<file path="src/sv/ax25t_pkg.sv">
// shared types and constants for the ax.25 to tnc2 text converter
package ax25t_pkg;

  localparam int MaxDigis = 8;
  localparam int CntW = $clog2(MaxDigis + 1);

  localparam logic [7:0] CtrlUi  = 8'h03;
  localparam logic [7:0] PidNone = 8'hf0;
  localparam logic [7:0] ChSpace = 8'h20;
  localparam logic [7:0] ChStar  = 8'h2a;
  localparam logic [7:0] ChCr    = 8'h0d;
  localparam logic [7:0] ChLf    = 8'h0a;
  localparam logic [7:0] ChGt    = 8'h3e;
  localparam logic [7:0] ChComma = 8'h2c;
  localparam logic [7:0] ChColon = 8'h3a;
  localparam logic [7:0] ChDash  = 8'h2d;
  localparam logic [7:0] ChZero  = 8'h30;

  // work kinds handed from the front end to the back end
  typedef enum logic [2:0] {
    OP_NONE,     // nothing to emit, just maybe frame end
    OP_SRC,      // source complete: emit src '>' dest
    OP_DIGI,     // emit ',' and digi text
    OP_CHAR,     // emit one character
    OP_CR_CHAR,  // emit cr then character
    OP_CR        // emit cr only
  } op_t;

  // one queued command
  typedef struct packed {
    op_t        op;
    logic [7:0] ch;
    logic       last;     // frame end marker follows
    logic       err;      // frame in error
    logic       end_cr;   // pending cr emitted before end marker
  } cmd_t;

  localparam int CmdW = $bits(cmd_t);

endpackage

</file>
<file path="src/sv/ax25t_ram.sv">
// generic single port write, single port registered read ram
module ax25t_ram #(
  parameter int Width = 8,
  parameter int Depth = 16
) (
  input  logic                     clk,
  input  logic                     we,
  input  logic [$clog2(Depth)-1:0] waddr,
  input  logic [Width-1:0]         wdata,
  input  logic [$clog2(Depth)-1:0] raddr,
  output logic [Width-1:0]         rdata
);

  logic [Width-1:0] mem [Depth];

  always_ff @(posedge clk) begin
    if (we) mem[waddr] <= wdata;
    rdata <= mem[raddr];
  end

endmodule

</file>
<file path="src/sv/ax25t_front.sv">
// front end: parses frame bytes, builds address text and queues commands
module ax25t_front (
  input  logic                 clk,
  input  logic                 rst_n,
  input  logic                 in_valid,
  output logic                 in_stall,
  input  logic [7:0]           in_frame_byte,
  input  logic                 in_frame_end,
  output logic                 cmd_valid,
  input  logic                 cmd_stall,
  output ax25t_pkg::cmd_t      cmd,
  // address text store, one bank for current address, one for dest
  output logic                 txt_we,
  output logic [4:0]           txt_waddr,
  output logic [7:0]           txt_wdata,
  output logic [3:0]           cur_len,
  output logic [3:0]           dest_len
);

  typedef enum logic [2:0] {
    PH_DEST, PH_SRC, PH_DIGI, PH_CTRL, PH_PID, PH_PAYLOAD, PH_SKIP
  } phase_t;

  phase_t phase_r, phase_nxt;
  logic [2:0] pos_r, pos_nxt;
  logic [2:0] alen_r, alen_nxt;
  logic       stopped_r, stopped_nxt;
  logic [3:0] dlen_r, dlen_nxt;
  logic [3:0] curlen_r, curlen_nxt;
  logic [ax25t_pkg::CntW-1:0] digi_r, digi_nxt;
  logic       cut_r, cut_nxt;
  logic       crp_r, crp_nxt;
  logic       err_r, err_nxt;
  logic       bank_r, bank_nxt;    // which half holds dest text

  // ssid suffix writes are done by a small finishing sequencer
  logic [1:0] sfx_cnt_r, sfx_cnt_nxt;
  logic [7:0] sfx_ch [3];
  logic [1:0] sfx_n;

  logic       busy_r, busy_nxt;   // writing suffix chars
  logic [7:0] ssid_r, ssid_nxt;
  logic       fin_r, fin_nxt;     // frame end pending after suffix
  phase_t     aph_r, aph_nxt;     // phase of address being finished
  logic       star_r, star_nxt;   // heard marker already written

  logic       acc;
  logic [7:0] c;
  logic [3:0] ssid;
  logic [ax25t_pkg::CntW-1:0] dcnt;

  assign acc = in_valid && !in_stall;
  assign in_stall = busy_r || cmd_stall;
  assign c = {1'b0, in_frame_byte[7:1]};

  assign ssid = ssid_r[4:1];
  always_comb begin
    sfx_ch[0] = ax25t_pkg::ChDash;
    sfx_ch[1] = (ssid >= 4'd10) ? 8'h31 : ax25t_pkg::ChZero + {4'd0, ssid};
    sfx_ch[2] = ax25t_pkg::ChZero + {4'd0, ssid - 4'd10};
    sfx_ch[2] = (ssid >= 4'd10) ? sfx_ch[2] : ax25t_pkg::ChStar;
    if (ssid == 4'd0) sfx_n = 2'd0;
    else if (ssid >= 4'd10) sfx_n = 2'd3;
    else sfx_n = 2'd2;
  end

  always_comb begin
    phase_nxt = phase_r; pos_nxt = pos_r; alen_nxt = alen_r;
    stopped_nxt = stopped_r; dlen_nxt = dlen_r; curlen_nxt = curlen_r;
    digi_nxt = digi_r; cut_nxt = cut_r; crp_nxt = crp_r; err_nxt = err_r;
    bank_nxt = bank_r; sfx_cnt_nxt = sfx_cnt_r; busy_nxt = busy_r;
    ssid_nxt = ssid_r; fin_nxt = fin_r; aph_nxt = aph_r; star_nxt = star_r;
    cmd_valid = 1'b0;
    cmd = '0;
    cmd.op = ax25t_pkg::OP_NONE;
    txt_we = 1'b0; txt_waddr = '0; txt_wdata = '0;
    dcnt = digi_r + 1'b1;

    if (busy_r) begin
      // write suffix characters and, for a digi, the heard marker into current bank, then finish
      if (sfx_cnt_r < sfx_n) begin
        txt_we = 1'b1;
        txt_waddr = {bank_r ^ (aph_r != PH_DEST), curlen_r};
        txt_wdata = sfx_ch[sfx_cnt_r];
        curlen_nxt = curlen_r + 1'b1;
        sfx_cnt_nxt = sfx_cnt_r + 1'b1;
      end else if (aph_r == PH_DIGI && ssid_r[7] && !star_r) begin
        txt_we = 1'b1;
        txt_waddr = {~bank_r, curlen_r};
        txt_wdata = ax25t_pkg::ChStar;
        curlen_nxt = curlen_r + 1'b1;
        star_nxt = 1'b1;
      end else if (!cmd_stall) begin
        busy_nxt = 1'b0;
        sfx_cnt_nxt = 2'd0;
        star_nxt = 1'b0;
        alen_nxt = '0; stopped_nxt = 1'b0;
        cmd.last = fin_r;
        case (aph_r)
          PH_DEST: begin
            dlen_nxt = curlen_r;
            curlen_nxt = '0;
            if (ssid_r[0]) begin
              err_nxt = 1'b1; phase_nxt = PH_SKIP;
            end else begin
              phase_nxt = PH_SRC;
            end
          end
          PH_SRC: begin
            cmd.op = ax25t_pkg::OP_SRC;
            phase_nxt = ssid_r[0] ? PH_CTRL : PH_DIGI;
          end
          default: begin
            digi_nxt = dcnt;
            if (dcnt >= ax25t_pkg::CntW'(ax25t_pkg::MaxDigis)) begin
              err_nxt = 1'b1; phase_nxt = PH_SKIP;
            end else begin
              if (dcnt == ax25t_pkg::CntW'(1) || (!cut_r && curlen_r != 4'd0))
                cmd.op = ax25t_pkg::OP_DIGI;
              else if (curlen_r == 4'd0)
                cut_nxt = 1'b1;
              if (ssid_r[0]) phase_nxt = PH_CTRL;
            end
          end
        endcase
        if (fin_r) begin
          if (phase_nxt != PH_PAYLOAD && phase_nxt != PH_SKIP) err_nxt = 1'b1;
          cmd.err = err_nxt;
          cmd_valid = 1'b1;
        end else begin
          cmd_valid = (cmd.op != ax25t_pkg::OP_NONE);
        end
        cmd.ch = '0;
      end
    end else if (acc) begin
      case (phase_r)
        PH_DEST, PH_SRC, PH_DIGI: begin
          if (pos_r < 3'd6) begin
            if (!stopped_r) begin
              if (c == ax25t_pkg::ChSpace || c == ax25t_pkg::ChStar)
                stopped_nxt = 1'b1;
              else begin
                txt_we = 1'b1;
                txt_waddr = {bank_r ^ (phase_r != PH_DEST), 1'b0, alen_r};
                txt_wdata = c;
                alen_nxt = alen_r + 1'b1;
              end
            end
            pos_nxt = pos_r + 1'b1;
          end else begin
            pos_nxt = '0;
            busy_nxt = 1'b1;
            ssid_nxt = in_frame_byte;
            fin_nxt = in_frame_end;
            aph_nxt = phase_r;
            curlen_nxt = {1'b0, alen_r};
            sfx_cnt_nxt = 2'd0;
            star_nxt = 1'b0;
          end
        end
        PH_CTRL: begin
          if (in_frame_byte == ax25t_pkg::CtrlUi) phase_nxt = PH_PID;
          else begin
            err_nxt = 1'b1; phase_nxt = PH_SKIP;
          end
        end
        PH_PID: begin
          if (in_frame_byte == ax25t_pkg::PidNone) begin
            cmd.op = ax25t_pkg::OP_CHAR;
            cmd.ch = ax25t_pkg::ChColon;
            phase_nxt = PH_PAYLOAD;
          end else begin
            err_nxt = 1'b1; phase_nxt = PH_SKIP;
          end
        end
        PH_PAYLOAD: begin
          if (in_frame_byte == ax25t_pkg::ChLf) begin
            crp_nxt = 1'b0; phase_nxt = PH_SKIP;
          end else begin
            crp_nxt = (in_frame_byte == ax25t_pkg::ChCr);
            if (in_frame_byte == ax25t_pkg::ChCr)
              cmd.op = crp_r ? ax25t_pkg::OP_CR : ax25t_pkg::OP_NONE;
            else begin
              cmd.op = crp_r ? ax25t_pkg::OP_CR_CHAR : ax25t_pkg::OP_CHAR;
              cmd.ch = in_frame_byte;
            end
          end
        end
        default: phase_nxt = PH_SKIP;
      endcase
      if (!busy_nxt) begin
        if (in_frame_end) begin
          if (phase_nxt != PH_PAYLOAD && phase_nxt != PH_SKIP) err_nxt = 1'b1;
          cmd.last = 1'b1;
          cmd.err = err_nxt;
          cmd.end_cr = !err_nxt && crp_nxt;
          cmd_valid = 1'b1;
        end else begin
          cmd_valid = (cmd.op != ax25t_pkg::OP_NONE);
        end
      end
    end

    if (cmd_valid && cmd.last) begin
      phase_nxt = PH_DEST; pos_nxt = '0; alen_nxt = '0; stopped_nxt = 1'b0;
      dlen_nxt = '0; curlen_nxt = '0; digi_nxt = '0; cut_nxt = 1'b0;
      crp_nxt = 1'b0; err_nxt = 1'b0;
    end
    // after source, bank swap not needed: dest bank fixed at bank_r
  end

  always_ff @(posedge clk) begin
    if (!rst_n) begin
      phase_r <= PH_DEST; pos_r <= '0; alen_r <= '0; stopped_r <= 1'b0;
      dlen_r <= '0; curlen_r <= '0; digi_r <= '0; cut_r <= 1'b0;
      crp_r <= 1'b0; err_r <= 1'b0; bank_r <= 1'b0; sfx_cnt_r <= '0;
      busy_r <= 1'b0; fin_r <= 1'b0; aph_r <= PH_DEST; star_r <= 1'b0;
    end else begin
      phase_r <= phase_nxt; pos_r <= pos_nxt; alen_r <= alen_nxt;
      stopped_r <= stopped_nxt; dlen_r <= dlen_nxt; curlen_r <= curlen_nxt;
      digi_r <= digi_nxt; cut_r <= cut_nxt; crp_r <= crp_nxt; err_r <= err_nxt;
      bank_r <= bank_nxt; sfx_cnt_r <= sfx_cnt_nxt; busy_r <= busy_nxt;
      fin_r <= fin_nxt; aph_r <= aph_nxt; star_r <= star_nxt;
    end
    ssid_r <= ssid_nxt;
  end

  assign cur_len = curlen_r;
  assign dest_len = dlen_r;

endmodule

</file>
<file path="src/sv/ax25t_queue.sv">
// short fifo of commands between front and back end
module ax25t_queue (
  input  logic            clk,
  input  logic            rst_n,
  input  logic            wr_valid,
  output logic            wr_stall,
  input  ax25t_pkg::cmd_t wr_cmd,
  input  logic [3:0]      wr_len,
  input  logic [3:0]      wr_dlen,
  output logic            rd_valid,
  input  logic            rd_pop,
  output ax25t_pkg::cmd_t rd_cmd,
  output logic [3:0]      rd_len,
  output logic [3:0]      rd_dlen
);

  // depth one: the text store is shared, so one address command in flight
  logic            full_r;
  ax25t_pkg::cmd_t cmd_r;
  logic [3:0]      len_r, dlen_r;

  assign wr_stall = full_r;
  assign rd_valid = full_r;

  always_ff @(posedge clk) begin
    if (!rst_n) full_r <= 1'b0;
    else if (wr_valid && !full_r) full_r <= 1'b1;
    else if (rd_pop) full_r <= 1'b0;
    if (wr_valid && !full_r) begin
      cmd_r <= wr_cmd; len_r <= wr_len; dlen_r <= wr_dlen;
    end
  end

  assign rd_cmd = cmd_r;
  assign rd_len = len_r;
  assign rd_dlen = dlen_r;

endmodule

</file>
<file path="src/sv/ax25t_back.sv">
// back end: streams characters of one command out through an output register
module ax25t_back (
  input  logic            clk,
  input  logic            rst_n,
  input  logic            q_valid,
  output logic            q_pop,
  input  ax25t_pkg::cmd_t q_cmd,
  input  logic [3:0]      q_len,
  input  logic [3:0]      q_dlen,
  output logic [4:0]      txt_raddr,
  input  logic [7:0]      txt_rdata,
  output logic            out_valid,
  input  logic            out_stall,
  output logic [7:0]      out_text_byte,
  output logic            out_char_valid,
  output logic            out_frame_done,
  output logic            out_frame_error
);

  // steps: S_CUR reads current bank, S_GT, S_DST reads dest bank, etc.
  typedef enum logic [2:0] {
    S_IDLE, S_PRE, S_CUR, S_GT, S_DST, S_CH, S_ENDCR, S_END
  } st_t;

  st_t        st_r;
  logic [3:0] idx_r;
  logic       rd_r;        // read data valid for emission
  logic       ov_r;
  logic [7:0] ob_r;
  logic       ocv_r, odn_r, oer_r;
  logic       ready;
  logic       bank_src;

  assign ready = !ov_r || !out_stall;
  assign bank_src = 1'b1;

  always_comb begin
    txt_raddr = {(st_r == S_DST) ? 1'b0 : bank_src, idx_r};
  end

  // emitting the trailing cr keeps the command until the end marker goes out
  assign q_pop = (st_r == S_END) && ready &&
                 !(q_cmd.last && q_cmd.end_cr && !rd_r) ||
                 (st_r == S_IDLE && q_valid && q_cmd.op == ax25t_pkg::OP_NONE &&
                  !q_cmd.last);

  always_ff @(posedge clk) begin
    if (!rst_n) begin
      st_r <= S_IDLE; idx_r <= '0; rd_r <= 1'b0; ov_r <= 1'b0;
    end else begin
      if (ov_r && !out_stall) ov_r <= 1'b0;
      case (st_r)
        S_IDLE: begin
          idx_r <= '0; rd_r <= 1'b0;
          if (q_valid) begin
            case (q_cmd.op)
              ax25t_pkg::OP_SRC:     st_r <= S_CUR;
              ax25t_pkg::OP_DIGI:    st_r <= S_PRE;
              ax25t_pkg::OP_CHAR:    st_r <= S_CH;
              ax25t_pkg::OP_CR_CHAR,
              ax25t_pkg::OP_CR:      st_r <= S_ENDCR;
              default:               st_r <= q_cmd.last ? S_END : S_IDLE;
            endcase
          end
        end
        S_PRE: if (ready) begin
          ov_r <= 1'b1; ob_r <= ax25t_pkg::ChComma; ocv_r <= 1'b1;
          odn_r <= 1'b0; oer_r <= 1'b0; st_r <= S_CUR;
        end
        S_CUR, S_DST: begin
          // registered read: prefetch each character, then emit it once the output can take it
          if (!rd_r) begin
            if (idx_r == ((st_r == S_CUR) ? q_len : q_dlen)) begin
              if (st_r == S_CUR && q_cmd.op == ax25t_pkg::OP_SRC) st_r <= S_GT;
              else st_r <= q_cmd.last ? S_END : S_IDLE;
              if (!q_cmd.last && st_r != S_CUR) st_r <= S_IDLE;
            end else begin
              rd_r <= 1'b1;
            end
          end else if (ready) begin
            ov_r <= 1'b1; ob_r <= txt_rdata; ocv_r <= 1'b1;
            odn_r <= 1'b0; oer_r <= 1'b0;
            idx_r <= idx_r + 1'b1; rd_r <= 1'b0;
          end
          if (!rd_r && idx_r == ((st_r == S_CUR) ? q_len : q_dlen)) begin
            idx_r <= '0;
            if (st_r == S_CUR && q_cmd.op == ax25t_pkg::OP_SRC) st_r <= S_GT;
            else st_r <= S_END;
          end
        end
        S_GT: if (ready) begin
          ov_r <= 1'b1; ob_r <= ax25t_pkg::ChGt; ocv_r <= 1'b1;
          odn_r <= 1'b0; oer_r <= 1'b0; st_r <= S_DST; idx_r <= '0;
        end
        S_ENDCR: if (ready) begin
          ov_r <= 1'b1; ob_r <= ax25t_pkg::ChCr; ocv_r <= 1'b1;
          odn_r <= 1'b0; oer_r <= 1'b0;
          st_r <= (q_cmd.op == ax25t_pkg::OP_CR_CHAR) ? S_CH : S_END;
        end
        S_CH: if (ready) begin
          ov_r <= 1'b1; ob_r <= q_cmd.ch; ocv_r <= 1'b1;
          odn_r <= 1'b0; oer_r <= 1'b0; st_r <= S_END;
        end
        S_END: if (ready) begin
          // command finished: if the frame ends here, a pending cr and then the end marker
          if (q_cmd.last && q_cmd.end_cr && !rd_r) begin
            ov_r <= 1'b1; ob_r <= ax25t_pkg::ChCr; ocv_r <= 1'b1;
            odn_r <= 1'b0; oer_r <= 1'b0; rd_r <= 1'b1; st_r <= S_END;
          end else begin
            if (q_cmd.last) begin
              ov_r <= 1'b1; ob_r <= '0; ocv_r <= 1'b0;
              odn_r <= 1'b1; oer_r <= q_cmd.err;
            end
            st_r <= S_IDLE; rd_r <= 1'b0;
          end
        end
        default: st_r <= S_IDLE;
      endcase
    end
  end

  assign out_valid = ov_r;
  assign out_text_byte = ob_r;
  assign out_char_valid = ocv_r;
  assign out_frame_done = odn_r;
  assign out_frame_error = oer_r;

endmodule

</file>
<file path="src/sv/ax25_frame_to_tnc2_text.sv">
// top level: ax.25 ui frame bytes in, tnc2 monitor text out
//  channel | direction | payload
//  in_     | in        | frame_byte, frame_end
//  out_    | out       | text_byte, char_valid, frame_done, frame_error
// an address byte is written to the text store as it is accepted; after the ssid byte
// the input stalls while the suffix is written to the text store, then the back end
// streams up to nineteen characters, each from the registered text store read port.
// the input stalls while a command waits in the queue; reset clears all control
// state and either side may stall at any time without loss.
module ax25_frame_to_tnc2_text (
  input  logic       clk,
  input  logic       rst_n,
  input  logic       in_valid,
  output logic       in_stall,
  input  logic [7:0] in_frame_byte,
  input  logic       in_frame_end,
  output logic       out_valid,
  input  logic       out_stall,
  output logic [7:0] out_text_byte,
  output logic       out_char_valid,
  output logic       out_frame_done,
  output logic       out_frame_error
);

  ax25t_pkg::cmd_t f_cmd, q_cmd;
  logic f_valid, f_stall, q_valid, q_pop;
  logic [3:0] cur_len, dest_len, q_len, q_dlen;
  logic txt_we;
  logic [4:0] txt_waddr, txt_raddr;
  logic [7:0] txt_wdata, txt_rdata;

  ax25t_front u_front (
    .clk, .rst_n, .in_valid, .in_stall, .in_frame_byte, .in_frame_end,
    .cmd_valid(f_valid), .cmd_stall(f_stall), .cmd(f_cmd),
    .txt_we, .txt_waddr, .txt_wdata, .cur_len, .dest_len
  );

  ax25t_queue u_queue (
    .clk, .rst_n, .wr_valid(f_valid), .wr_stall(f_stall), .wr_cmd(f_cmd),
    .wr_len(cur_len), .wr_dlen(dest_len), .rd_valid(q_valid), .rd_pop(q_pop),
    .rd_cmd(q_cmd), .rd_len(q_len), .rd_dlen(q_dlen)
  );

  ax25t_ram #(.Width(8), .Depth(32)) u_txt (
    .clk, .we(txt_we), .waddr(txt_waddr), .wdata(txt_wdata),
    .raddr(txt_raddr), .rdata(txt_rdata)
  );

  ax25t_back u_back (
    .clk, .rst_n, .q_valid, .q_pop, .q_cmd, .q_len, .q_dlen,
    .txt_raddr, .txt_rdata, .out_valid, .out_stall, .out_text_byte,
    .out_char_valid, .out_frame_done, .out_frame_error
  );

`ifndef SYNTHESIS
  a_done_no_char: assert property (@(posedge clk) disable iff (!rst_n)
    out_valid && out_frame_done |-> !out_char_valid) else $error("done with char");
  a_err_only_done: assert property (@(posedge clk) disable iff (!rst_n)
    out_valid && out_frame_error |-> out_frame_done) else $error("stray error");
  a_out_hold: assert property (@(posedge clk) disable iff (!rst_n)
    out_valid && out_stall |=> out_valid) else $error("result dropped");
`endif

endmodule

</file>
<file path="config.mk">
export PLATFORM = sky130hd
export DESIGN_NAME = ax25_frame_to_tnc2_text
export DESIGN_NICKNAME = d
export VERILOG_FILES = /design/src/sv/ax25t_pkg.sv /design/src/sv/ax25t_ram.sv /design/src/sv/ax25t_front.sv /design/src/sv/ax25t_queue.sv /design/src/sv/ax25t_back.sv /design/src/sv/ax25_frame_to_tnc2_text.sv
export SDC_FILE = /design/constraint.sdc
export NUM_CORES = 1
export LEC_CHECK = 0
export BUFFER_PORTS_ARGS = -buffer_cell sky130_fd_sc_hd__buf_2
export CORE_ASPECT_RATIO = 1.75
export CORE_MARGIN = 2
export CORE_UTILIZATION = 38
export DETAILED_ROUTE_END_ITERATION = 10
export PLACE_DENSITY = 0.5
export SETUP_SLACK_MARGIN = 0.15
export SYNTH_ARGS = -nofsm -noshare
export SYNTH_HDL_FRONTEND = slang
export SYNTH_SLANG_ARGS = --single-unit
</file>
<file path="constraint.sdc">
create_clock -name clk -period 7.15 [get_ports clk]
set_input_delay 0 -clock clk [delete_from_list [all_inputs] [get_ports clk]]
set_output_delay 0 -clock clk [all_outputs]
set_load 0.005 [all_outputs]
</file>
# Yosys cells after proc, flatten, opt, wreduce, memory -nomap -nowiden
# Memories as Yosys holds them, arrays and structs flattened. A register that Yosys moved wholly into a read port is not among the register bits.
# Cells that the tools add are included.
# totals
ff_bits	84
ram_bits	256
input_bits	13
output_inout_bits	13
mem_count	1
# memory_table
memory	words	width	read_ports	rd_clocked_by_memory_dff	wr	line	text
u_txt.mem	32	8	1	1	1	ax25t_ram.sv:14	logic [Width-1:0] mem [Depth];
# op_classes
add_sub_neg	9
order_cmp	5
n_eq_ne	56
muxes	225
n_bitwise	12
n_reduce_logical	78
# op_table
operator	n
$mux W8	20
$mux W3	49
$mux W1	96
$mux W13	4
$mux W4	13
$pmux W8 S6	1
$mux W5	8
$mux W11	3
$reduce_and A5 Y1	6
$ne A3 B3 Y1 const B	9
$eq A3 B3 Y1 const B	8
$mux W2	12
$pmux W3 S4	2
$reduce_and A8 Y1	3
$pmux W11 S2	1
$eq A3 B2 Y1 const B	7
$pmux W3 S7	1
$reduce_bool A3 Y1	7
$logic_and A1 B1 Y1	20
$ne A2 B1 Y1 const B	9
$bmux W8 S2	1
$eq A8 B4 Y1 const B	2
$pmux W1 S3	5
$add A6 B4 Y7 const A	2
other kinds (42)	96

# Longest topological paths before layout
# Gate-level depths: netlist of the first run.
# depth
depth_word	20
depth_mapped	10
mapped_depth_nobuf	9

# By module
# A second synthesis of the first run with hierarchy kept.
# unflattened
cells_unflattened	1010
area_unflattened_um2	15244.6
# modules_own_cells
mod	n_inst	cells_per_inst	area_each_um2	seq_area_each_um2
ax25t_ram	1	417	10053.4	7847.5
ax25t_front	1	346	2755.1	840.8
ax25t_back	1	220	1727.9	510.5
ax25t_queue	1	27	708.2	680.7

# Worst setup path after synthesis of the first run
# OpenSTA, ideal clock, no wires.
# synth_path
path_kind	register -> register
from	reg u_front.ssid_r[2]
to	mem u_txt.mem[0][2] (data pin)
t_arrival_ns	2.720
required_ns	6.696
path_slack_ns	3.976
path_stages_with_launch	6
path_buffers	0
cell_sequence	edfxtp_1 > nor4_1 > ha_1 > o21ai_0 > nand3_1 > o21ai_0
# synth_between
elab_chain_len	8
elab_cells_between_ends	15
classes_between	add/sub (3); order compare (2); mux (9); reduce/logical (1)
# synth_rtl
item	line	text
start: declaration	ax25t_front.sv:42	logic [7:0] ssid_r, ssid_nxt;
start signal: assignment	ax25t_front.sv:225	ssid_r <= ssid_nxt;
$sub A4 B4 Y4	ax25t_front.sv:60	sfx_ch[2] = ax25t_pkg::ChZero + {4'd0, ssid - 4'd10};
$add A6 B4 Y7	ax25t_front.sv:60	
$mux W8	ax25t_front.sv:61	sfx_ch[2] = (ssid >= 4'd10) ? sfx_ch[2] : ax25t_pkg::ChStar;
$bmux W8 S2	ax25t_front.sv:84	txt_wdata = sfx_ch[sfx_cnt_r];
$mux W8 (implied by the code) (2 in a row)	ax25t_front.sv:84	
$mux W8 (*)	ax25t_front.sv:81	if (sfx_cnt_r < sfx_n) begin
$mux W8 (*)	ax25t_front.sv:79	if (busy_r) begin
named net txt_wdata[2]	ax25_frame_to_tnc2_text.sv:30	logic [7:0] txt_wdata, txt_rdata;
end: declaration	ax25t_ram.sv:14	
# Mark *: on every way through the listed nets, which the timed path passes. The rest lies on a longest branch. The select of a mux whose other input is x is not followed.

# Worst setup path in the final report of the first run
# layout_path
from	reg u_front.busy_r
to	mem u_txt.mem[15][2], enable pin
# layout_between
elab_chain_len	7
elab_cells_between_ends	9
classes_between	mux (6); reduce/logical (3)
# layout_rtl
item	line	text
start: declaration	ax25t_front.sv:41	logic busy_r, busy_nxt;
start signal: assignment	ax25t_front.sv:222	bank_r <= bank_nxt; sfx_cnt_r <= sfx_cnt_nxt; busy_r <= busy_nxt;
$logic_or A1 B1 Y1	ax25t_front.sv:53	assign in_stall = busy_r || cmd_stall;
$logic_not A1 Y1	ax25t_front.sv:52	assign acc = in_valid && !in_stall;
$logic_and A1 B1 Y1	ax25t_front.sv:52	
$mux W1	ax25t_front.sv:135	end else if (acc) begin
$mux W1	ax25t_front.sv:79	
$mux W1	ax25t_ram.sv:17	if (we) mem[waddr] <= wdata;
$mux W1 (implied by the code)	ax25t_ram.sv:17	
# Parallel ways exist; a longest one is shown, timed or not.

==> impl_metrics.toml, run 1 <==
[run_status]
outcome = "completed"

[place]
place_hpwl_mm = 24.3
port_buffers = 25
place_inst = 1387
place_congestion = 0.866

[global_routing]
grtUsageTotal = 0.183
grt_max_degree = 57
grt_overflow = 0
grt_first_pass_wirelength_mm = 50.9
antenna_found_initial = 0
grt_pass1_vias = 8091

[synthesis]
synth_edf_count = 263
synthFlopType = "edfxtp_1"
syn_area_mm2 = 0.0136
synth_seq_cells = 313
synth_top_area_cell = "edfxtp_1"
ys_warn_count = 0
async_flop_share = 0
ys_top_cells_by_area = "edfxtp_1 (58%), mux4_2 (12%), dfxtp_1 (7.3%)"
synth.avg_cell_area_um2 = 14.7
syn_inst = 931
ys_types = 78
syn_nets = 955
seq_area_frac_synth = 0.652
netlist.area_leader.share = 0.579

[clocking]
cts_hold_buf = 12
clockRootBuffer = "clkbuf_16"
post_cts_buffers = 0
cts_tree = "done"
cts.path.max_buffers = 3
cts_max_level = 1
clock_sinks = 313
clk-insertion-delay-late_ns = 0.55
numCtsBuffers = 27
clkTransAtPathRegs_ns = 0.07
ctsResizeCount = 0

[route]
antenna_left = 0
drtIter0Drc = 478
routed_via_density = 5.47
drc_errors = 0
post_drt_wl_per_cell_um = 23.6
vias = 7920
routed_wl_mm = 34.2
drt_first_pass_iters = 5

[power_and_ir_drop]
swShare = 0.243
power-per-cell-area_mw_per_mm2 = 272
pwr-share-comb = 0.120
power.share.sequential = 0.502
leakage_uw = 0.00487
p_clk_frac = 0.378
power_uw = 4180
peakVddDrop_mv = 0.205
power.switching_uw = 1020
power.internal_uw = 3170

[finish]
instances_no_fill = 1448
n_antenna_cell = 0
final_core_util = 0.436
fin_nets = 987
drive_above_1_share = 0.193
mostFrequentLayoutCells = "edfxtp_1 (263), nor2_1 (75), mux4_2 (70)"
area_growth_pct = 12.7
num-fill-cells = 3260
final_common_cell = "edfxtp_1"

[timing]
hold_slack_ns = 0.0344
fin_tns_setup_ns = 0
max_slew_margin = 0.170
setup_violations = 0
max_slew.worst_pin.slew_ns = 1.24
rsz0062_at_grt = "false"
fin_skew_ns = 0.0193
hold_viol = 0
fin_crit_sh = 0.547
maxClockFrequency_ghz = 0.256
fin_crit_ns = 3.91
maxSlewViolCount = 0

[critical_path]
arrival_ns = 4.07
r2r_cells = 6
critical_path_peak_fanout = 18
crit_type = "register to register"
cp-end-kind = "register"
reg2reg_from = "u_front.busy_r"
start_kind = "register"
ff2ff_setup_slack_ns = 3.24
rr_endpoint = "u_txt.mem[15][2]"
worstPathRequired_ns = 7.31

[floorplan]
ios = 26
rows = 91
floorplan.initialDensity = 0.387
die_area_mm2 = 0.0375
fp.dieH_um = 255
core_area_mm2 = 0.0353
die_w_um = 147

[run]
cap_viol_max_count = 0

[worst_hold_path]
hold_path_class = "primary input to register"
hold_path_depth = 3
min_to = "u_back.out_valid"
worstHoldStart = "out_stall"
## synthesized netlist by cell type, types with 3 or more instances
cell type / n
edfxtp_1: 263
nor2_1: 75
mux4_2: 70
nand2_1: 61
a21oi_1: 51
dfxtp_1: 50
clkbuf_1: 39
o21ai_0: 39
nand3_1: 27
inv_1: 20
nor3_1: 19
nor2b_1: 16
and2_1: 11
ha_1: 11
nor4_1: 10
nand2b_1: 9
xnor2_1: 9
buf_1: 8
mux2_2: 8
mux2i_1: 8
o211ai_1: 8
a211oi_1: 7
a31oi_1: 6
and3_1: 6
nand4_1: 5
a21o_1: 4
a221oi_1: 4
a32o_1: 4
o21a_1: 4
o22ai_1: 4
o311ai_0: 4
o31a_1: 4
a22oi_1: 3
buf_2: 3
nand3b_1: 3
nor2_2: 3
nor3b_1: 3
o31ai_1: 3
## metal layers
| layer | track usage | up-vias | routed length, um |
|---|---|---|---|
| li1 | - | 3707 | - |
| met1 | 0.190 | 3987 | 12000 |
| met2 | 0.362 | 159 | 19600 |
| met3 | 0.0170 | 67 | 898 |
| met4 | 0.0923 | 0 | 1690 |
| met5 | 0 | - | 0 |
## worst max path at each step
stage | start | to | slack (ns) | cells past startpoint
6_report | u_front.busy_r | u_txt.mem[15][2] | 3.24 | 6
5_1_grt | u_front.busy_r | u_txt.mem[15][2] | 2.94 | 6
4_1_cts | u_front.busy_r | u_txt.mem[15][2] | 3.22 | 6
3_5_place_dp | u_front.busy_r | u_txt.mem[15][2] | 3.25 | 6
3_3_place_gp | u_front.ssid_r[2] | u_txt.mem[15][1] | 3.39 | 7
2_1_floorplan | u_front.ssid_r[2] | u_txt.mem[0][2] | 3.98 | 5
## worst max-delay path: stages, from the launching register on
cell and delay [ns]:
dfxtp_1 0.49, or3b_1 0.71, nor4b_4 0.49, and2_1 0.36
nand2_1 0.14, o21a_1 0.37, nor4_1 0.97
## cell type report
| type | count | area [um^2] | share of cell area |
|---|---|---|---|
| Clock buffer | 32 | 768 | 0.0500 |
| Clock inverter | 17 | 200 | 0.0130 |
| Inverter | 22 | 82.6 | 0.00537 |
| Multi-Input combinational cell | 544 | 4460 | 0.290 |
| Sequential cell | 313 | 8900 | 0.579 |
| Tap cell | 465 | 582 | 0.0378 |
| Timing Repair Buffer | 55 | 380 | 0.0247 |
## registers in the layout, summed over array words and instances (netlist names), 2 cells and up
register,count
u_front.phase_r,3
u_front.alen_r,3
u_front.ssid_r,6
u_front.aph_r,3
u_front.cur_len,4
u_txt.rdata,7
u_back.st_r,3
u_front.pos_r,3
u_txt.mem,224
u_back.idx_r,4
u_front.sfx_cnt_r,2
u_queue.rd_len,4
u_queue.rd_dlen,4
u_queue.rd_cmd,14
u_back.out_text_byte,8
u_front.digi_r,4
u_front.dest_len,4
## cells by family (layout without fill, tap and decap cells)
logic type                 count (synthesis)  in the layout  synth area share
DFF                                      313            313             0.652
and+or+nand+nor                          266            266            0.0982
AOI/OAI and AO/OA                        170            170            0.0832
muxes                                     86             86             0.128
buffers and inverters                     74            126            0.0215
adders and majority gates                 11             11            0.0101
xor gates and xnor gates                  11             11           0.00706
## per-stage QoR
step	area (um^2)	setup slack, ns
after floorplan	13600	3.98
after global placement	14300	3.39
after detailed placement	14300	3.25
after CTS	15400	3.22
after global routing	15400	2.94
final	15400	3.24
## power groups by stage
stage | combinational, uW | sequential, uW | clock [uW]
global placement | 505 | 2140 | 0
CTS | 511 | 2100 | 1620
floorplan | 379 | 2090 | 0
detailed placement | 504 | 2140 | 0
finish | 502 | 2100 | 1580
global route | 546 | 2110 | 1690
Note: power is estimated with default switching activity, not from simulation.
==> run 2: changes to the inputs <==
- ABC_AREA: default -> 1
- clock period: 7.15 -> 4 ns (I/O delays scaled with it)
==> run 2 against run 1 <==
Sequential share of layout area down 0.80 points. Register-to-register slack worse by 2.2 ns. Critical path depth is 7 higher. Critical path type unchanged.
==> impl_metrics.toml, run 2 <==
[finish]
mostFrequentLayoutCells = "edfxtp_1 (263), nor2_1 (217), o21ai_0 (155)"
multi_input_area_mm2 = 0.00427
instances_no_fill = 1798
num-fill-cells = 3435
drive_above_1_share = 0.127
fin_nets = 1329
area_growth_pct = 13.3
regMostFlops = "u_txt.mem"
final_common_cell = "edfxtp_1"
regArea_mm2 = 0.00890
n_antenna_cell = 0
largest_reg_flops = 224

[floorplan]
rows = 92
ios = 26
die_w_um = 148
floorplan.initialDensity = 0.383
core_area_mm2 = 0.0359
die_area_mm2 = 0.0378
fp.dieH_um = 256

[timing]
rsz0062_at_grt = "false"
maxClockFrequency_ghz = 0.332
hold_viol = 0
max_slew_margin = 0.254
maxSlewViolCount = 0
fin_tns_setup_ns = 0
setup_violations = 0
fin_crit_ns = 3.01
fin_crit_sh = 0.753
fin_skew_ns = 0.0214
max_slew.worst_pin.slew_ns = 1.12

[global_routing]
grt_max_degree = 70
grt_first_pass_wirelength_mm = 60.9
grtUsageTotal = 0.216
antenna_found_initial = 0
grt_pass1_vias = 9912
grt_overflow = 0

[route]
vias = 9733
routed_wl_mm = 40.9
drtIter0Drc = 653
drc_errors = 0
routed_via_density = 5.41
post_drt_wl_per_cell_um = 22.7
wl_met3_mm = 1.34
drt_first_pass_iters = 5
antenna_left = 0
maxUsedRoutingLayer = "met4"
wl_met2_mm = 22.7
wl_met1_mm = 14.5

[synthesis]
synth-simple-area-share = 0.150
syn_nets = 1297
synth_seq_cells = 313
ys_types = 54
ys_top_cells_by_area = "edfxtp_1 (57%), dfxtp_1 (7.3%), nor2_1 (5.9%)"
synthTopCellsByCount = "edfxtp_1 (263), nor2_1 (218), o21ai_0 (157)"
async_flop_share = 0
syn_area_mm2 = 0.0138
yosys.area_share.adder = 0.0100
yosysMostFrequentCell = "edfxtp_1"
syn_inst = 1273
synth_top_area_cell = "edfxtp_1"
ys_warn_count = 0
synth_edf_count = 263
synth_xor_area_frac = 0.00446
netlist.area_leader.share = 0.574
synth.avg_cell_area_um2 = 10.8
synth_top_family_by_area = "simple AND/OR/NAND/NOR gates"
synthMuxAreaShare = 0
synthFlopType = "edfxtp_1"
synth_compound_area_frac = 0.143
seq_area_frac_synth = 0.647

[run_status]
outcome = "completed"

[critical_path]
crit_chain = "inv_2 -> nand2_4 -> nor3_1 -> ha_1 -> o21ai_2 -> nand2_2 -> inv_2 -> nand2_2 -> o211ai_4 -> nand2_1 -> inv_1 -> nand2_1 -> nor2_1"
start_kind = "register"
r2r_cells = 13
crit_type = "register to register"
worstPathRequired_ns = 4.21
cp_slowest_cell = "nor2_1"
cp-end-kind = "register"
arrival_ns = 3.22
worst_path_largest_cell_delay_ns = 0.52
critical_path_peak_fanout = 10

[clocking]
clk-insertion-delay-late_ns = 0.58
clock_sinks = 313
ctsResizeCount = 0
cts_tree = "done"
clkTransAtPathRegs_ns = 0.07
cts_hold_buf = 14
post_cts_buffers = 0
cts.path.max_buffers = 3
cts_max_level = 1
numCtsBuffers = 29
clockRootBuffer = "clkbuf_16"

[worst_hold_path]
hold_path_depth = 2
hold_path_class = "primary input to register"

[place]
place_congestion = 0.907
place_hpwl_mm = 28.8
port_buffers = 25
place_inst = 1730

[run]
cap_viol_max_count = 0

[power_and_ir_drop]
peakVddDrop_mv = 0.365
power_uw = 8790
leakage_uw = 0.00547
power-per-cell-area_mw_per_mm2 = 564
[run 2: cells by family (layout without fill, tap and decap cells)]
group	count (synthesis)	count (layout)
buffers and inverters	156	211
adders and majority gates	11	11
DFF	313	313
xor gates and xnor gates	7	7
AOI/OAI and AO/OA	314	314
and+or+nand+nor	472	472
[run 2: per-stage QoR]
stage	area, um^2	setup WS [ns]	hold WS (ns)	util
after floorplan	13800	0.949	0.0989	-
after global placement	14400	0.998	0.263	0.402
after detailed placement	14400	0.941	0.256	0.402
after CTS	15600	0.958	0.201	0.434
after global routing	15600	0.687	0.214	0.434
final	15600	0.988	0.217	0.434
[run 2: where the power goes]
part | switching [uW] | internal (uW)
logic | 1380 | 560
clock network | 1250 | 1730
registers | 168 | 3700
[run 2: area by class of cell]
cell class,count,area share
inverters,100,0.0245
clock buffers,36,0.0501
well taps,470,0.0377
multi-input cells,804,0.273
clock inverters,18,0.0160
repair buffers,57,0.0273
flip-flops and latches,313,0.571
[run 2: worst max-delay path, delay by kind of cell, from the launching register on]
kind	cells	cell delay, ns
compound gates	2	0.35
flops	1	0.38
fa+ha+maj	1	0.27
simple gates	7	1.34
buf+inv	3	0.32
[run 2: final timing paths]
check,startpoint,endpoint,slack [ns]
min reg2reg,u_front.dest_len[0],u_queue.rd_dlen[0],0.43
max,u_front.ssid_r[3],u_txt.mem[22][4],0.99
min,in_frame_byte[7],u_front.ssid_r[7],0.22
max reg2reg,u_front.ssid_r[3],u_txt.mem[22][4],0.99
[run 2: per-layer routing]
metal,global-route usage,up-vias
met1,0.230,4733
li1,-,4632
met4,0.117,0
met3,0.0194,108
met5,0,-
met2,0.413,260
==> run 3: changes to the inputs <==
- PLACE_DENSITY: 0.5 -> 0.52
- clock period: 4 -> 2.7 ns (I/O delays scaled with it)
==> run 3 against run 2 <==
Flip-flop and latch count is the same. Non-clock buffer count grew 63. Largest cell class unchanged. Critical path depth shrank 3. Largest power group unchanged. Worst hold slack gained 0.00054 ns. Global-route usage grew 0.20 points.
==> impl_metrics.toml, run 3 (synthesized netlist as in run 2, its figures left out) <==
[run_status]
outcome = "completed"

[route]
drc_errors = 0
vias = 9992
routed_via_density = 5.37
antenna_left = 0
post_drt_wl_per_cell_um = 22.1
drtIter0Drc = 582
routed_wl_mm = 41.2
drt_first_pass_iters = 5

[timing]
fin_crit_sh = 0.894
rsz0062_at_grt = "true"
maxClockFrequency_ghz = 0.414
max_slew_margin = 0.503
maxSlewViolCount = 0
max_slew.worst_pin.slew_ns = 0.745
setup_violations = 0
fin_tns_setup_ns = 0
fin_skew_ns = 0.0200
setup_ws_ns = 0.287
fin_crit_ns = 2.41
hold_viol = 0

[finish]
area_growth_pct = 17.2
drive_above_1_share = 0.170
largest_reg_flops = 224
final_common_cell = "edfxtp_1"
n_antenna_cell = 0
final_core_util = 0.449
fin_nets = 1392
num-fill-cells = 3427
mostFrequentLayoutCells = "edfxtp_1 (263), nor2_1 (214), o21ai_0 (155)"
regMostFlops = "u_txt.mem"

[floorplan]
rows = 92
die_w_um = 148
die_area_mm2 = 0.0378
fp.dieH_um = 256
core_area_mm2 = 0.0359
floorplan.initialDensity = 0.383
ios = 26

[place]
place_hpwl_mm = 29.5
port_buffers = 25
dpl_worst_slack_ns = 0.178
place_congestion = 0.914

[run]
cap_viol_max_count = 0

[global_routing]
grt_overflow = 0
grtUsageTotal = 0.218
grt_pass1_vias = 10238
grt_first_pass_wirelength_mm = 61.4
antenna_found_initial = 1
grt_max_degree = 73

[clocking]
clk-insertion-delay-late_ns = 0.57
clock_sinks = 313
cts_tree = "done"
clkTransAtPathRegs_ns = 0.07
clockRootBuffer = "clkbuf_16"
cts_max_level = 1
cts.path.max_buffers = 3
numCtsBuffers = 29

[power_and_ir_drop]
power.share.sequential = 0.440
power.internal_uw = 8650
swShare = 0.323
pwr-share-comb = 0.245
leakage_uw = 0.00580
power.switching_uw = 4130
power-per-cell-area_mw_per_mm2 = 792
p_clk_frac = 0.316
peakVddDrop_mv = 0.504

[critical_path]
crit_type = "register to register"
critical_path_peak_fanout = 8
start_kind = "register"
ff2ff_setup_slack_ns = 0.29
cp-end-kind = "register"
arrival_ns = 2.69
worstPathRequired_ns = 2.97

[worst_hold_path]
hold_path_class = "primary input to register"
[run 3: changes by cell type in the layout (fill, tap and decap cells not counted), sizes merged]
cell,before,now
buf,43,107
clkbuf,36,33
clkinv,9,16
dlygate4sd3,14,13
bufinv,5,2
inv,102,99
[run 3: power groups by stage]
stage	combinational (uW)	sequential [uW]	clock (uW)
floorplan	1920	5650	0
global placement	3120	5730	0
detailed placement	3120	5720	0
CTS	3150	5620	4120
global route	3420	5640	4290
finish	3130	5620	4040
[run 3: repair_timing]
item,CTS,global route
hold buffers,13,0
setup endpoints to repair,0,228
endpoints found under the hold margin,33,0
resized for setup,0,9
buffers inserted,0,5
[run 3: final cells by class]
class / instances / area (um^2) / share of cell area
repair buffers: 120 / 1030 / 0.0641
well taps: 470 / 588 / 0.0364
clock buffers: 33 / 761 / 0.0472
clock inverters: 19 / 165 / 0.0102
multi-input cells: 804 / 4300 / 0.266
flip-flops and latches: 313 / 8900 / 0.552
inverters: 100 / 384 / 0.0238
[run 3: routing by layer]
layer / vias up / track usage / part of all wire
li1: 4755 / - / -
met1: 4848 / 0.210 / 0.33
met3: 118 / 0.0187 / 0.030
met4: 2 / 0.151 / 0.082
met5: - / 0 / 0.00032
met2: 269 / 0.425 / 0.56
[run 3: critical path: stages (launching register included)]
cell	delay [ns]
dfxtp_1	0.40
inv_1	0.18
nand3_4	0.12
nor2_4	0.18
nand2_4	0.09
nor2_8	0.19
inv_4	0.11
o22ai_4	0.23
nand2_2	0.26
nor2_1	0.17
buf_4	0.18
[run 3: path summary, 6_finish.rpt]
path | startpoint | end | cells after the start
hold / removal | in_frame_byte[7] | u_front.ssid_r[7] | 2
hold reg to reg | u_front.dest_len[3] | u_queue.rd_dlen[3] | 0
setup / recovery | u_queue.rd_valid | u_txt.mem[3][0] | 10
setup reg to reg | u_queue.rd_valid | u_txt.mem[3][0] | 10
[run 3: stage by stage]
stage	instances	cell area (um^2)	hold slack, ns	power, uW
CTS	1854	16100	0.167	12900
floorplan	1273	13800	0.0989	7570
global placement	1789	15000	0.228	8840
detailed placement	1789	15000	0.213	8840
finish	1859	16100	0.218	12800
global route	1859	16100	0.192	13300
